==> config.mk <==
export PLATFORM = sky130hd
export DESIGN_NAME = odd_parity_serial_link_with_break_top
export DESIGN_NICKNAME = d
export VERILOG_FILES = /design/src/rtl/opsl_pkg.sv /design/src/rtl/odd_parity_serial_link_with_break_top.sv /design/src/rtl/opsl_rx.sv /design/src/rtl/opsl_txq.sv
export SDC_FILE = /design/constraint.sdc
export NUM_CORES = 1
export LEC_CHECK = 0
export BUFFER_PORTS_ARGS = -buffer_cell sky130_fd_sc_hd__buf_2
export CAP_MARGIN = 25
export CORE_UTILIZATION = 67
export DETAILED_ROUTE_END_ITERATION = 10
export PLACE_DENSITY_LB_ADDON = 0.12
export SYNTH_ARGS = -nofsm -noshare
export SYNTH_HDL_FRONTEND = slang
export SYNTH_SLANG_ARGS = --single-unit
export TNS_END_PERCENT = 10
==> constraint.sdc <==
create_clock -name i_clk -period 7.29 [get_ports i_clk]
set_input_delay 0.729 -clock i_clk [delete_from_list [all_inputs] [get_ports i_clk]]
set_output_delay 0.729 -clock i_clk [all_outputs]
set_load 0.005 [all_outputs]
==> src/rtl/opsl_pkg.sv <==
`timescale 1ns / 1ps

package opsl_pkg;

    // default sizes, overridable on the top level
    localparam int QUEUE_DEPTH_DEF = 16;
    localparam int FRAME_BITS_DEF  = 11;

    // break detection thresholds
    localparam logic [7:0] BREAK_RUN = 8'd21;
    localparam logic [7:0] RUN_MAX   = 8'd255;

    // receiver frame positions
    localparam logic [3:0] PH_IDLE   = 4'd0;
    localparam logic [3:0] PH_DATA_L = 4'd8;
    localparam logic [3:0] PH_PARITY = 4'd9;

    // transmitter frame positions
    localparam logic [3:0] TX_START  = 4'd0;
    localparam logic [3:0] TX_DATA_L = 4'd8;
    localparam logic [3:0] TX_PARITY = 4'd9;

    // request command codes
    typedef enum logic [1:0] {
        CMD_SAMPLE = 2'd0,
        CMD_TX_BIT = 2'd1,
        CMD_ENQ    = 2'd2
    } t_cmd;

    // receiver side of one result
    typedef struct packed {
        logic       rx_valid;
        logic [7:0] rx_data;
        logic       rx_parity_ok;
        logic       break_seen;
    } t_rx_res;

    // full result of one request
    typedef struct packed {
        t_rx_res rx;
        logic    tx_level;
        logic    overflow;
    } t_result;

endpackage

==> src/rtl/odd_parity_serial_link_with_break_top.sv <==
`timescale 1ns / 1ps

// channel   | handshake          | payload
// ----------+--------------------+-----------------------------------------------
// request   | i_valid / o_ready  | i_command, i_line_level, i_send_byte
// result    | o_valid / i_ready  | o_rx_valid, o_rx_data, o_rx_parity_ok,
//           |                    | o_break_seen, o_tx_level, o_overflow
//
// One request per cycle while o_ready is high; its result goes into the output
// register, or the skid register if stalled. The head byte is prefetched from
// the queue storage each cycle, so command 1 uses registered read data.
// A skid register holds one more result, so a stalled output costs no request
// until both are full; o_ready then drops.
// Reset clears all control state; o_ready is low while reset is held.
// Queue storage is not cleared; entries are read only after they are written.

module odd_parity_serial_link_with_break_top
    import opsl_pkg::*;
#(
    parameter int QUEUE_DEPTH = QUEUE_DEPTH_DEF,
    parameter int FRAME_BITS  = FRAME_BITS_DEF
) (
    input  logic       i_clk,
    input  logic       i_rst_n,
    input  logic       i_valid,
    output logic       o_ready,
    input  logic [1:0] i_command,
    input  logic       i_line_level,
    input  logic [7:0] i_send_byte,
    output logic       o_valid,
    input  logic       i_ready,
    output logic       o_rx_valid,
    output logic [7:0] o_rx_data,
    output logic       o_rx_parity_ok,
    output logic       o_break_seen,
    output logic       o_tx_level,
    output logic       o_overflow
);

    logic    accept, take;
    logic    rx_en;
    t_rx_res rx_res;
    t_result res;
    logic    r_ready;
    logic    r_out_valid, n_out_valid;
    logic    r_skid_valid, n_skid_valid;
    t_result r_out, r_skid;

    assign accept = i_valid && o_ready;
    assign take   = o_valid && i_ready;
    assign rx_en  = accept && (i_command == CMD_SAMPLE);

    // receiver and break detector
    opsl_rx u_rx (
        .i_clk   (i_clk),
        .i_rst_n (i_rst_n),
        .i_en    (rx_en),
        .i_level (i_line_level),
        .o_res   (rx_res)
    );

    // response queue and transmitter
    opsl_txq #(
        .QUEUE_DEPTH (QUEUE_DEPTH),
        .FRAME_BITS  (FRAME_BITS)
    ) u_txq (
        .i_clk      (i_clk),
        .i_rst_n    (i_rst_n),
        .i_en       (accept),
        .i_cmd      (i_command),
        .i_byte     (i_send_byte),
        .i_clear    (rx_res.break_seen),
        .o_tx_level (res.tx_level),
        .o_overflow (res.overflow)
    );

    assign res.rx = rx_res;

    // output register with skid stage
    always_comb begin
        n_out_valid  = r_out_valid;
        n_skid_valid = r_skid_valid;
        if (r_skid_valid) begin
            if (take) begin
                n_skid_valid = 1'b0;
            end
        end else if (accept) begin
            if (r_out_valid && !take) begin
                n_skid_valid = 1'b1;
            end
            n_out_valid = 1'b1;
        end else if (take) begin
            n_out_valid = 1'b0;
        end
    end

    always_ff @(posedge i_clk) begin
        if (r_skid_valid) begin
            if (take) begin
                r_out <= r_skid;
            end
        end else if (accept) begin
            if (r_out_valid && !take) begin
                r_skid <= res;
            end else begin
                r_out <= res;
            end
        end
    end

    always_ff @(posedge i_clk) begin
        if (!i_rst_n) begin
            r_out_valid  <= 1'b0;
            r_skid_valid <= 1'b0;
            r_ready      <= 1'b0;
        end else begin
            r_out_valid  <= n_out_valid;
            r_skid_valid <= n_skid_valid;
            r_ready      <= !n_skid_valid;
        end
    end

    assign o_ready        = r_ready;
    assign o_valid        = r_out_valid;
    assign o_rx_valid     = r_out.rx.rx_valid;
    assign o_rx_data      = r_out.rx.rx_data;
    assign o_rx_parity_ok = r_out.rx.rx_parity_ok;
    assign o_break_seen   = r_out.rx.break_seen;
    assign o_tx_level     = r_out.tx_level;
    assign o_overflow     = r_out.overflow;

    // skid holds a result only behind a full output register
    a_skid_behind_out: assert property (@(posedge i_clk) disable iff (!i_rst_n)
        r_skid_valid |-> r_out_valid)
        else $error("skid valid with empty output register");

    // ready follows the skid occupancy once out of reset
    a_ready_tracks_skid: assert property (@(posedge i_clk) disable iff (!i_rst_n)
        $past(i_rst_n) |-> (o_ready == !r_skid_valid))
        else $error("ready out of step with skid stage");

    // a break never delivers a byte
    a_break_no_byte: assert property (@(posedge i_clk) disable iff (!i_rst_n)
        o_valid |-> !(o_break_seen && o_rx_valid))
        else $error("break and received byte in one result");

    // line sample and enqueue overflow results keep the response line idle high
    a_rx_tx_idle: assert property (@(posedge i_clk) disable iff (!i_rst_n)
        (o_valid && (o_rx_valid || o_break_seen || o_overflow)) |-> o_tx_level)
        else $error("response line driven low outside a bit request");

endmodule

==> src/rtl/opsl_rx.sv <==
`timescale 1ns / 1ps

module opsl_rx
    import opsl_pkg::*;
(
    input  logic    i_clk,
    input  logic    i_rst_n,
    input  logic    i_en,
    input  logic    i_level,
    output t_rx_res o_res
);

    logic [3:0] r_phase, n_phase;
    logic [7:0] r_shift, n_shift;
    logic       r_acc, n_acc;
    logic [7:0] r_low_run, n_low_run;
    logic       r_latch, n_latch;
    logic [7:0] low_inc;
    logic       latch_pre;

    // low run counter, saturating
    assign low_inc   = (r_low_run < RUN_MAX) ? r_low_run + 8'd1 : r_low_run;
    assign latch_pre = i_level ? 1'b0 : r_latch;

    // frame reception and break detection
    always_comb begin
        n_phase   = r_phase;
        n_shift   = r_shift;
        n_acc     = r_acc;
        n_low_run = r_low_run;
        n_latch   = r_latch;
        o_res     = '0;
        if (i_en) begin
            n_low_run = i_level ? 8'd0 : low_inc;
            n_latch   = latch_pre;
            if (n_low_run >= BREAK_RUN && !latch_pre) begin
                n_phase          = PH_IDLE;
                n_shift          = '0;
                n_acc            = 1'b0;
                n_low_run        = BREAK_RUN;
                n_latch          = 1'b1;
                o_res.break_seen = 1'b1;
            end else if (!latch_pre) begin
                if (r_phase == PH_IDLE) begin
                    if (!i_level) begin
                        n_phase = 4'd1;
                        n_shift = '0;
                        n_acc   = 1'b0;
                    end
                end else if (r_phase <= PH_DATA_L) begin
                    n_shift[3'(r_phase - 4'd1)] = r_shift[3'(r_phase - 4'd1)] | i_level;
                    n_acc   = r_acc ^ i_level;
                    n_phase = r_phase + 4'd1;
                end else if (r_phase == PH_PARITY) begin
                    n_acc   = r_acc ^ i_level;
                    n_phase = r_phase + 4'd1;
                end else begin
                    // stop bit: deliver only when high
                    if (i_level) begin
                        o_res.rx_valid     = 1'b1;
                        o_res.rx_data      = r_shift;
                        o_res.rx_parity_ok = r_acc;
                    end
                    n_phase = PH_IDLE;
                end
            end
        end
    end

    // state registers
    always_ff @(posedge i_clk) begin
        if (!i_rst_n) begin
            r_phase   <= PH_IDLE;
            r_shift   <= '0;
            r_acc     <= 1'b0;
            r_low_run <= '0;
            r_latch   <= 1'b0;
        end else begin
            r_phase   <= n_phase;
            r_shift   <= n_shift;
            r_acc     <= n_acc;
            r_low_run <= n_low_run;
            r_latch   <= n_latch;
        end
    end

endmodule

==> src/rtl/opsl_txq.sv <==
`timescale 1ns / 1ps

module opsl_txq
    import opsl_pkg::*;
#(
    parameter int QUEUE_DEPTH = QUEUE_DEPTH_DEF,
    parameter int FRAME_BITS  = FRAME_BITS_DEF
) (
    input  logic       i_clk,
    input  logic       i_rst_n,
    input  logic       i_en,
    input  logic [1:0] i_cmd,
    input  logic [7:0] i_byte,
    input  logic       i_clear,
    output logic       o_tx_level,
    output logic       o_overflow
);

    localparam int PW = $clog2(QUEUE_DEPTH);
    localparam logic [PW-1:0] LAST = PW'(QUEUE_DEPTH - 1);

    logic [7:0]    r_mem [QUEUE_DEPTH];
    logic [7:0]    r_rd_data;
    logic [PW-1:0] r_head, n_head;
    logic [PW-1:0] r_tail, n_tail;
    logic [3:0]    r_idx, n_idx;
    logic [PW-1:0] head_nxt, tail_nxt;
    logic [4:0]    idx_inc;
    logic          empty, full, wr;

    assign head_nxt = (r_head == LAST) ? '0 : r_head + PW'(1);
    assign tail_nxt = (r_tail == LAST) ? '0 : r_tail + PW'(1);
    assign empty    = (r_head == r_tail);
    assign full     = (tail_nxt == r_head);
    assign idx_inc  = {1'b0, r_idx} + 5'd1;

    // bit shifting, enqueueing and clearing on a break
    always_comb begin
        n_head     = r_head;
        n_tail     = r_tail;
        n_idx      = r_idx;
        o_tx_level = 1'b1;
        o_overflow = 1'b0;
        wr         = 1'b0;
        if (i_en) begin
            if (i_clear) begin
                n_head = '0;
                n_tail = '0;
                n_idx  = '0;
            end else begin
                case (i_cmd)
                    CMD_TX_BIT: begin
                        if (!empty) begin
                            if (r_idx == TX_START) begin
                                o_tx_level = 1'b0;
                            end else if (r_idx <= TX_DATA_L) begin
                                o_tx_level = r_rd_data[3'(r_idx - 4'd1)];
                            end else if (r_idx == TX_PARITY) begin
                                o_tx_level = ~^r_rd_data;
                            end
                            if (idx_inc >= 5'(FRAME_BITS)) begin
                                n_idx  = '0;
                                n_head = head_nxt;
                            end else begin
                                n_idx = idx_inc[3:0];
                            end
                        end
                    end
                    CMD_ENQ: begin
                        if (full) begin
                            o_overflow = 1'b1;
                        end else begin
                            wr     = 1'b1;
                            n_tail = tail_nxt;
                        end
                    end
                    default: ;
                endcase
            end
        end
    end

    // queue storage, head entry read ahead with write bypass
    always_ff @(posedge i_clk) begin
        if (wr) begin
            r_mem[r_tail] <= i_byte;
        end
        r_rd_data <= (wr && r_tail == n_head) ? i_byte : r_mem[n_head];
    end

    // pointers and bit index
    always_ff @(posedge i_clk) begin
        if (!i_rst_n) begin
            r_head <= '0;
            r_tail <= '0;
            r_idx  <= '0;
        end else begin
            r_head <= n_head;
            r_tail <= n_tail;
            r_idx  <= n_idx;
        end
    end

endmodule
==> flow_metrics.py, run 1 <==
metrics = {
    "outcome": {
        "status": "finished, final reports clean",
    },
    "drt": {
        "drt_iter0_drc": 670,
        "first_pass_iters": 5,
        "vias": 5570,
        "postRouteWirelength_mm": 18.10,
        "wl_per_cell_um": 20.83,
        "postRouteAntennaNets": 0,
        "drc": 0,
        "post_drt_via_cell_ratio": 6.410,
    },
    "floorplanning": {
        "io_pins": 30,
        "dieArea_mm2": 0.01355,
        "rows": 41,
        "start_util": 0.6923,
        "die_h_um": 116.4,
        "die_w_um": 116.4,
        "core_area_mm2": 0.01267,
    },
    "global_route": {
        "grt_max_degree": 33,
        "antenna_found_initial": 0,
        "grt_overflow_total": 0,
        "grt.total_usage": 0.2830,
        "grt_pass1_vias": 5262,
        "grt_first_pass_wirelength_mm": 27.54,
    },
    "sta": {
        "worst_pin_slew_ns": 1.087,
        "layout_setup_ws_ns": 3.792,
        "relSlewSlack": 0.2730,
        "clock_skew_ns": 0.005872,
        "grt_setup_unrepaired": "no",
        "slew_viol_final": 0,
        "hold_viol": 0,
        "layout_min_cycle_time_ns": 3.498,
        "setup_violations": 0,
        "tns_ns": 0,
        "final.period_utilization": 0.4799,
        "fmax_mhz": 285.9,
    },
    "setup_path": {
        "worstPathCellList": "nand2b_1, nor3_1, or3_1, a2111oi_0, nor4b_2, nand2_1, nor2_1",
        "arrival_ns": 3.55,
        "crit_path_start_kind": "flip-flop",
        "cp-end-kind": "flip-flop",
        "r2r_cells": 7,
        "worst_path_max_delay_cell": "nor2_1",
        "crit_path_end": "u_txq.r_mem[14][4]",
        "regToRegSetupSlack_ns": 3.79,
        "cp.required_ns": 7.34,
        "worstPathMaxFanout": 9,
        "crit_type": "flip-flop to flip-flop",
        "r2r-start": "u_txq.r_tail[2]",
        "slowest_delay_ns": 0.87,
        "reg2reg_to": "u_txq.r_mem[14][4]",
        "critPathLaunch": "u_txq.r_tail[2]",
    },
    "worst_hold_path": {
        "min_path_type": "flip-flop to flip-flop",
        "hold_depth": 2,
    },
    "clocking": {
        "cts_root_buffer": "clkbuf_16",
        "clock-sinks": 195,
        "cts_max_level": 4,
        "cts_resized": 0,
        "cts_made_buffers": 17,
        "cts_setup_buffers": 0,
        "insertion_delay_ns": 0.43,
        "cts_buffer_depth": 2,
        "clkSlewWorstSetupHoldPaths_ns": 0.07,
        "cts_tree": "built",
        "cts_hold_buf": 0,
    },
    "synthesis": {
        "synth_nets": 684,
        "synthAdderAreaFrac": 0.02282,
        "synthMuxAreaShare": 0.1202,
        "synth-main-ff-cell": "edfxtp_1",
        "ys_seq_elements": 195,
        "syn_inst": 653,
        "synth_top_family_by_area": "multiplexers",
        "syn_avg_cell_area_um2": 13.43,
        "ys_seq_area_frac": 0.6207,
        "yosysTopAreaCell": "edfxtp_1",
        "ys_types": 63,
        "synth-simple-area-share": 0.1091,
        "netlist_area_mm2": 0.008772,
        "synth_top_area_share": 0.5272,
        "synth-edff-count": 154,
        "yosys_warnings": 0,
        "synthXorXnorAreaFrac": 0.02197,
        "synth_area_leaders": "edfxtp_1, dfxtp_1, mux4_2",
        "synth_compound_area_frac": 0.08073,
        "ys_async_sr_fraction": 0,
    },
    "placement": {
        "dp_hpwl_mm": 11.84,
        "dp_worst_setup_slack_ns": 3.769,
        "io_buffers": 29,
        "gp_congestion": 0.9201,
        "placed_cell_area_mm2": 0.009037,
    },
    "power_and_ir_drop": {
        "p_per_area_mw_per_mm2": 226.0,
        "power.share.sequential": 0.552,
        "max-vdd-ir-drop_mv": 0.2397,
        "clkPwrFrac": 0.425,
        "netSwitchingPower_mw": 0.4295,
        "power_leakage_nw": 3.199,
        "switching_share": 0.1964,
        "pwr-share-comb": 0.023,
        "internal_power_mw": 1.757,
    },
    "layout": {
        "final_area_mm2": 0.009677,
        "fillers": 759,
        "area_growth_pct": 10.31,
        "drive_above_1_share": 0.1449,
        "n_antenna_cell": 0,
        "nNetsFinal": 715,
    },
    "flow_run": {
        "drv_cap": 0,
    },
}
[cells in the final DEF, fill, tap and decap left out, types with 4 or more instances in the layout]
master	count
o22ai_1	6
ha_1	16
mux2i_1	30
clkbuf_16	17
inv_1	17
nand2b_1	7
nand4_1	5
clkinv_1	4
o21ai_0	11
o211ai_1	5
buf_4	7
nor3b_1	4
xor2_1	9
xnor2_1	13
edfxtp_1	154
and2_1	14
dfxtp_1	40
buf_2	32
mux4_2	17
nand3_1	14
a22oi_1	5
nand2_1	46
nor2_1	52
a22o_1	4
a21oi_1	39
a31oi_1	6
nor3_1	18
nor2b_1	7
a221oi_1	9
mux2_2	10
mux4_1	9
o21ai_1	11
or3_1	6
[per-layer routing]
metal,GRT usage,up-vias,part of all wire
met4,0.1034,0,0.019
met5,0,-,0
met1,0.3750,2710,0.41
li1,-,2549,-
met3,0.07369,35,0.080
met2,0.4552,276,0.49
[layout make-up]
type                       count  area, um2  share of cell area
clock buffer                  19      432.9             0.04474
clock inverter                13      158.9             0.01642
inverter                      19      71.32            0.007370
multi-input combinational    411       3119              0.3223
sequential                   195       5446              0.5628
tap                          172      215.2             0.02224
timing repair buffer          40      232.7             0.02405
[synth_stat cells (2+ instances only)]
master and n:
and4_1 3, or3_1 6, buf_2 5, a22o_1 4, dfxtp_1 41, o31ai_1 3, buf_4 2, o21bai_1 3
a21oi_1 39, nand2b_1 7, mux4_1 9, nor2_1 52, nand3_1 14, nor2b_1 7, mux2_1 2, o21ai_1 11
o211ai_1 5, xor2_1 9, a221oi_1 9, mux2i_1 30, edfxtp_1 154, inv_1 17, xnor2_1 13, a22oi_1 5
ha_1 16, nor3b_1 4, mux2_2 10, nand2_1 46, nand4_1 5, o21ai_0 11, nor3_1 18, a31oi_1 6
nand4b_1 2, clkbuf_1 19, or2_2 2, or2_1 2, and2_1 14, o22ai_1 6, mux4_2 17, a41oi_1 2
[through the flow]
step	power (mW)	util	hold slack (ns)	std cells
after floorplan	1.254	-	0.4431	653
after global placement	1.277	0.7119	0.4629	829
after detailed placement	1.280	0.7132	0.4722	832
after CTS	2.192	0.7599	0.4812	864
after global routing	2.242	0.7637	0.5089	869
final	2.187	0.7637	0.4830	869
[flip-flops by register name (all words and copies together) (netlist names), named ones only]
name	flops
o_overflow	1
o_break_seen	1
u_txq.r_tail	4
o_rx_valid	1
u_rx.r_acc	1
u_rx.r_latch	1
u_rx.r_low_run	8
u_txq.r_idx	4
o_rx_data	8
u_rx.r_shift	8
u_txq.r_head	4
o_valid	1
o_rx_parity_ok	1
u_txq.r_mem	128
u_rx.r_phase	4
r_skid	13
r_skid_valid	1
o_tx_level	1
o_ready	1
[critical path, delay by kind of cell (launching register included)]
| kind | cells | cell delay [ns] |
|---|---|---|
| flops | 1 | 0.52 |
| simple gates | 6 | 2.46 |
| compound gates | 1 | 0.13 |
[worst min path at each step]
| stage | from | to | slack [ns] |
|---|---|---|---|
| after floorplan | u_rx.r_shift[2] | u_rx.r_shift[2] | 0.44 |
| after CTS | u_rx.r_shift[5] | u_rx.r_shift[5] | 0.48 |
| final | u_rx.r_shift[0] | u_rx.r_shift[0] | 0.48 |
| after detailed placement | u_rx.r_shift[5] | u_rx.r_shift[5] | 0.47 |
| after global placement | u_rx.r_shift[5] | u_rx.r_shift[5] | 0.46 |
| after global routing | u_rx.r_shift[0] | u_rx.r_shift[0] | 0.51 |
[power by group through the flow]
stage,registers [mW],logic [mW],clock network (mW)
floorplan,1.23,0.0240,0
global placement,1.23,0.0465,0
detailed placement,1.23,0.0494,0
CTS,1.21,0.0499,0.935
global route,1.21,0.0559,0.979
finish,1.21,0.0511,0.929
[kinds of logic (layout without fill, tap and decap cells)]
logic type / Yosys count / after routing
adders and majority gates: 16 / 16
and+or+nand+nor: 192 / 192
DFF: 195 / 195
muxes: 68 / 68
buffers and inverters: 47 / 91
AOI/OAI and AO/OA: 113 / 113
xor gates and xnor gates: 22 / 22
Note: power is estimated with default switching activity, not from simulation.
==> run 2, diff against run 1 <==
--- a/config.mk
+++ b/config.mk
@@ -7,7 +7,7 @@
 export LEC_CHECK = 0
 export BUFFER_PORTS_ARGS = -buffer_cell sky130_fd_sc_hd__buf_2
 export CAP_MARGIN = 25
-export CORE_UTILIZATION = 67
+export CORE_UTILIZATION = 56
 export DETAILED_ROUTE_END_ITERATION = 10
 export PLACE_DENSITY_LB_ADDON = 0.12
 export SYNTH_ARGS = -nofsm -noshare
==> constraint.sdc (replaced) <==
create_clock -name i_clk -period 3.1 [get_ports i_clk]
set_input_delay 0.31 -clock i_clk [delete_from_list [all_inputs] [get_ports i_clk]]
set_output_delay 0.31 -clock i_clk [all_outputs]
set_load 0.005 [all_outputs]
==> flow_metrics.py, run 2 (synthesized netlist as in run 1, its figures left out) <==
metrics = {
    "drt": {
        "postRouteWirelength_mm": 17.73,
        "vias": 5491,
        "post_drt_via_cell_ratio": 5.866,
        "drc": 0,
        "drt_iter0_drc": 468,
        "first_pass_iters": 5,
        "postRouteAntennaNets": 0,
        "wl_per_cell_um": 18.94,
    },
    "power_and_ir_drop": {
        "power.total_mw": 5.092,
        "switching_share": 0.2150,
        "clkPwrFrac": 0.419,
        "power.share.sequential": 0.557,
        "max-vdd-ir-drop_mv": 0.3623,
        "netSwitchingPower_mw": 1.095,
        "pwr-share-comb": 0.024,
        "power_leakage_nw": 3.346,
        "internal_power_mw": 3.997,
        "p_per_area_mw_per_mm2": 512.3,
    },
    "clocking": {
        "clkSlewWorstSetupHoldPaths_ns": 0.07,
        "cts_made_buffers": 17,
        "clock-sinks": 195,
        "insertion_delay_ns": 0.43,
        "cts_buffer_depth": 2,
        "cts_root_buffer": "clkbuf_16",
        "cts_tree": "built",
        "cts_max_level": 4,
    },
    "setup_path": {
        "arrival_ns": 3.10,
        "worst_path_max_delay_cell": "mux4_1",
        "worst-path-buf-inv": 1,
        "crit_type": "flip-flop to flip-flop",
        "crit_family": "multiplexers",
        "slowest_delay_ns": 0.59,
        "worstPathMaxFanout": 28,
        "crit_path_start_kind": "flip-flop",
        "cp-end-kind": "flip-flop",
        "worstPathCellList": "buf_12, mux4_1, mux2i_1, xor2_1, mux2i_1, xnor2_1, or3b_1, mux2i_1, o31ai_1",
        "path_common_cell": "mux2i_1",
        "cp.required_ns": 3.25,
    },
    "floorplanning": {
        "start_util": 0.5749,
        "die_w_um": 127.2,
        "die_h_um": 127.2,
        "rows": 45,
        "core_area_mm2": 0.01526,
        "io_pins": 30,
        "dieArea_mm2": 0.01617,
    },
    "global_route": {
        "grt.total_usage": 0.2337,
        "antenna_found_initial": 0,
        "grt_max_degree": 29,
        "grt_pass1_vias": 5291,
        "grt_first_pass_wirelength_mm": 28.15,
        "grt_overflow_total": 0,
    },
    "placement": {
        "dp_cells": 900,
        "io_buffers": 29,
        "gp_congestion": 0.8891,
        "dp_hpwl_mm": 12.10,
    },
    "layout": {
        "area_growth_pct": 13.31,
        "final_common_cell": "edfxtp_1",
        "mostFrequentLayoutCells": "edfxtp_1, nor2_1, nand2_1",
        "drive_above_1_share": 0.1890,
        "n_antenna_cell": 0,
        "nNetsFinal": 743,
        "reg_top3": "u_txq.r_mem (128), r_skid (13)",
        "regMostFlops": "u_txq.r_mem",
        "largest_reg_flops": 128,
        "fillers": 1116,
        "instances_no_fill": 936,
    },
    "sta": {
        "hold_viol": 0,
        "relSlewSlack": 0.4270,
        "grt_setup_unrepaired": "no",
        "whs_ns": 0.1949,
        "final.period_utilization": 0.9512,
        "worst_pin_slew_ns": 0.8583,
        "tns_ns": 0,
        "fmax_mhz": 339.1,
        "setup_violations": 0,
        "clock_skew_ns": 0.005657,
        "slew_viol_final": 0,
        "layout_min_cycle_time_ns": 2.949,
    },
    "outcome": {
        "status": "finished, final reports clean",
    },
    "worst_hold_path": {
        "hp-start": "i_ready",
        "min_path_type": "primary input to flip-flop",
    },
    "flow_run": {
        "drv_cap": 0,
    },
}
run 2: changes by cell type in the layout (fill, tap and decap cells not counted), sizes merged:
cell,delta
buf,+28
inv,+4
bufinv,-2
clkbuf,-2
clkinv,-1
clkinvlp,+1
run 2: path summary, 6_finish.rpt:
kind,cells after the start,endpoint,slack (ns)
setup / recovery,9,o_tx_level,0.15
hold / removal,3,o_ready,0.19
hold reg to reg,2,u_rx.r_shift[3],0.49
setup reg to reg,9,o_tx_level,0.15
run 2: cell type report:
type / count / area, um2 / area share
clock buffer: 17 / 425.4 / 0.04280
tap: 211 / 264.0 / 0.02656
clock inverter: 15 / 147.6 / 0.01485
multi-input combinational: 411 / 3134 / 0.3153
inverter: 19 / 71.32 / 0.007175
timing repair buffer: 68 / 450.4 / 0.04532
sequential: 195 / 5446 / 0.5480
run 2: worst reg2reg max path: cells and delay by family (launching register included):
family          cells  cell delay [ns]
xor+xnor            2             0.39
flops               1             0.36
simple gates        1             0.39
buf+inv             1             0.22
compound gates      1             0.08
mux                 4             1.23
run 2: what timing repair did:
action	in CTS	in global routing
hold buffers	0	0
endpoints found under the setup margin	24	137
gates resized for setup	0	4
gates cloned	0	0
pin swaps	1	1
buffers inserted	1	3
run 2: metrics by stage:
step           worst slack (ns)  utilization  instance area, um2
3_5_place_dp           0.002012       0.6109                9321
2_1_floorplan            0.2082            -                8772
5_1_grt                 0.01152       0.6514                9940
3_3_place_gp            0.07353       0.6109                9321
4_1_cts                 0.03022       0.6490                9902
6_report                 0.1514       0.6514                9940
run 2: power groups by stage:
stage,registers (mW),clock network [mW],logic (mW)
2_1_floorplan,2.89,0,0.0564
3_3_place_gp,2.89,0,0.119
3_5_place_dp,2.89,0,0.122
4_1_cts,2.83,2.16,0.123
5_1_grt,2.83,2.27,0.137
6_report,2.83,2.13,0.124
run 2: metal layers:
metal	routed length, um	part of all wire	global-route usage
met1	8266	0.47	0.3359
met2	8364	0.47	0.3613
met3	758	0.043	0.03853
met4	339	0.019	0.08824
met5	0	0	0
==> run 3, diff against run 2 <==
--- a/config.mk
+++ b/config.mk
@@ -12,5 +12,6 @@
 export PLACE_DENSITY_LB_ADDON = 0.12
 export SYNTH_ARGS = -nofsm -noshare
 export SYNTH_HDL_FRONTEND = slang
+export SYNTH_HIERARCHICAL = 1
 export SYNTH_SLANG_ARGS = --single-unit
 export TNS_END_PERCENT = 10
==> flow_metrics.py, run 3 <==
metrics = {
    "outcome": {
        "status": "complete, but fails checks",
        "failed_checks": "negative setup slack",
    },
    "power_and_ir_drop": {
        "p_per_area_mw_per_mm2": 493.1,
        "power_leakage_nw": 3.511,
        "max-vdd-ir-drop_mv": 0.3893,
    },
    "synthesis": {
        "synthXorXnorAreaFrac": 0.01748,
        "yosys_warnings": 6,
        "ys_top_cells_by_count": "edfxtp_1, nand2_1, dfxtp_1, nor2_1, a22oi_1",
        "syn_inst": 627,
        "ys_async_sr_fraction": 0,
        "synth_compound_area_frac": 0.09067,
        "synthMuxAreaShare": 0.1163,
        "syn_avg_cell_area_um2": 14.15,
        "yosysTopAreaCell": "edfxtp_1",
        "synth-edff-count": 154,
        "netlist_area_mm2": 0.008874,
        "synth-main-ff-cell": "edfxtp_1",
        "ys_seq_area_frac": 0.6136,
        "ys_seq_elements": 195,
        "synth_top_area_share": 0.5212,
        "synthAdderAreaFrac": 0.02256,
        "yosysMostFrequentCell": "edfxtp_1",
        "synth-simple-area-share": 0.1101,
        "synth_nets": 658,
        "ys_types": 66,
        "synth_area_leaders": "edfxtp_1, dfxtp_1, mux4_2",
        "synth_top_family_by_area": "multiplexers",
    },
    "worst_hold_path": {
        "min_to": "o_ready",
        "hp-start": "i_ready",
        "hold_depth": 3,
        "min_path_type": "primary input to flip-flop",
    },
    "global_route": {
        "grt_max_degree": 39,
        "grt.total_usage": 0.2393,
        "grt_overflow_total": 0,
        "antenna_found_initial": 0,
        "grt_first_pass_wirelength_mm": 28.85,
        "grt_pass1_vias": 5455,
    },
    "sta": {
        "slew_viol_final": 0,
        "layout_setup_ws_ns": -0.06269,
        "final.period_utilization": 1.020,
        "relSlewSlack": 0.4194,
        "worst_pin_slew_ns": 0.8698,
        "hold_viol": 0,
        "setup_violations": 1,
        "layout_min_cycle_time_ns": 3.163,
        "grt_setup_unrepaired": "yes",
        "whs_ns": 0.1801,
        "fmax_mhz": 316.2,
        "clock_skew_ns": 0.008896,
    },
    "setup_path": {
        "cp.required_ns": 3.29,
        "cp-end-kind": "flip-flop",
        "worst_path_max_delay_cell": "mux4_2",
        "path_common_cell": "mux4_2",
        "worstPathCellList": "clkbuf_16, mux4_2, a22oi_2, nand2_1, mux4_2, a221oi_2, a21oi_1, a311o_1, mux2_4",
        "arrival_ns": 3.35,
        "regToRegSetupSlack_ns": -0.06,
        "crit_path_start_kind": "flip-flop",
        "worstPathMaxFanout": 5,
        "r2r_cells": 9,
        "crit_type": "flip-flop to flip-flop",
        "reg2reg_to": "o_tx_level",
        "slowest_delay_ns": 0.52,
    },
    "layout": {
        "final_common_cell": "edfxtp_1",
        "regMostFlops": "u_txq/r_mem",
        "area_growth_pct": 14.95,
        "nNetsFinal": 728,
        "largest_reg_flops": 128,
        "drive_above_1_share": 0.2620,
        "n_antenna_cell": 0,
        "mostFrequentLayoutCells": "edfxtp_1, nand2_1, buf_4",
        "fillers": 1081,
        "instances_no_fill": 921,
        "reg_top3": "u_txq/r_mem (128), r_skid (13)",
    },
    "clocking": {
        "insertion_delay_ns": 0.43,
        "cts_root_buffer": "clkbuf_16",
        "cts_tree": "built",
        "cts_hold_buf": 0,
        "cts_buffer_depth": 2,
        "cts_max_level": 4,
        "clkSlewWorstSetupHoldPaths_ns": 0.07,
        "clock-sinks": 195,
        "cts_made_buffers": 17,
    },
    "drt": {
        "wl_per_cell_um": 19.92,
        "vias": 5512,
        "postRouteWirelength_mm": 18.35,
        "drc": 0,
        "drt_iter0_drc": 534,
        "post_drt_via_cell_ratio": 5.985,
        "postRouteAntennaNets": 0,
        "first_pass_iters": 5,
    },
    "floorplanning": {
        "die_h_um": 127.9,
        "dieArea_mm2": 0.01635,
        "rows": 45,
        "io_pins": 30,
        "die_w_um": 127.9,
        "core_area_mm2": 0.01531,
        "start_util": 0.5794,
    },
    "placement": {
        "gp_congestion": 0.8459,
        "dp_worst_setup_slack_ns": -0.1547,
        "io_buffers": 29,
        "dp_hpwl_mm": 11.99,
        "dp_cells": 884,
    },
    "flow_run": {
        "drv_cap": 0,
    },
}
-- run 3: cell count changes after synthesis, sizes merged, moves of 8 or more --
cell	change
a22oi	+21
and3	+8
mux4	+8
mux2i	-27
nor2	-21
a31oi	+9
a221oi	-8
a21boi	+11
a21oi	-23
-- run 3: critical path: cells and delay by family, from the launching register on --
kind,cells,cell delay [ns]
multiplexers,3,1.30
AND/OR/NAND/NOR,1,0.12
AO/OA/AOI/OAI,4,0.87
buffers and inverters,1,0.18
flip-flops,1,0.44
-- run 3: layout make-up --
type                    count  area (um2)  share of cell area
repair buffers             80       623.1             0.06109
well taps                 211       264.0             0.02588
flip-flops and latches    195        5449              0.5342
multi-input cells         388        3257              0.3193
inverters                  15       56.30            0.005520
clock buffers              18       429.2             0.04208
clock inverters            14       121.4             0.01190
-- run 3: how the worst max path moves through the flow --
stage | startpoint | end | slack [ns] | cells after the start
detailed placement | flip-flop | o_tx_level | -0.15 | 9
CTS | flip-flop | o_tx_level | -0.05 | 10
global route | flip-flop | o_tx_level | -0.15 | 9
finish | flip-flop | o_tx_level | -0.06 | 9
floorplan | u_rx/r_low_run[0] | u_txq/r_mem[0][0] | -0.21 | 12
global placement | flip-flop | o_tx_level | -0.11 | 9
-- run 3: logic make-up (layout without fill, tap and decap cells) --
kind of cell    Yosys count  in the layout
compound gates          118            118
xor+xnor                 16             16
fa+ha+maj                16             16
buf+inv                  44            127
flops                   195            195
mux                      52             52
simple gates            186            186
-- run 3: repair_timing --
action | 4_1_cts | 5_1_grt
resized for setup | 11 | 22
pin swaps | 1 | 6
setup endpoints to repair | 49 | 131
hold endpoints to repair | 0 | 0
setup buffers | 0 | 3
cloned | 1 | 1
-- run 3: through the flow --
step	setup TNS [ns]	area [um2]	util	power, mW
4_1_cts	-0.05285	10080	0.6581	5.068
6_report	-0.06269	10200	0.6660	5.030
3_3_place_gp	-0.1066	9467	0.6181	3.031
3_5_place_dp	-0.7460	9467	0.6181	3.038
5_1_grt	-0.2012	10200	0.6660	5.178
2_1_floorplan	-4.979	8879	-	2.967
-- run 3: layer usage --
layer / global-route usage / share of wire
met2: 0.3734 / 0.48
met5: 0 / 0
met1: 0.3337 / 0.45
met3: 0.04215 / 0.051
met4: 0.1017 / 0.019
-- run 3: power by group --
group | internal (mW) | total (mW) | leakage [nW] | switching (mW)
registers | 2.83 | 2.84 | 1.74 | 0.00974
logic | 0.0575 | 0.149 | 1.51 | 0.0915
clock network | 1.05 | 2.05 | 0.263 | 0.995
total | 3.93 | 5.03 | 3.51 | 1.10
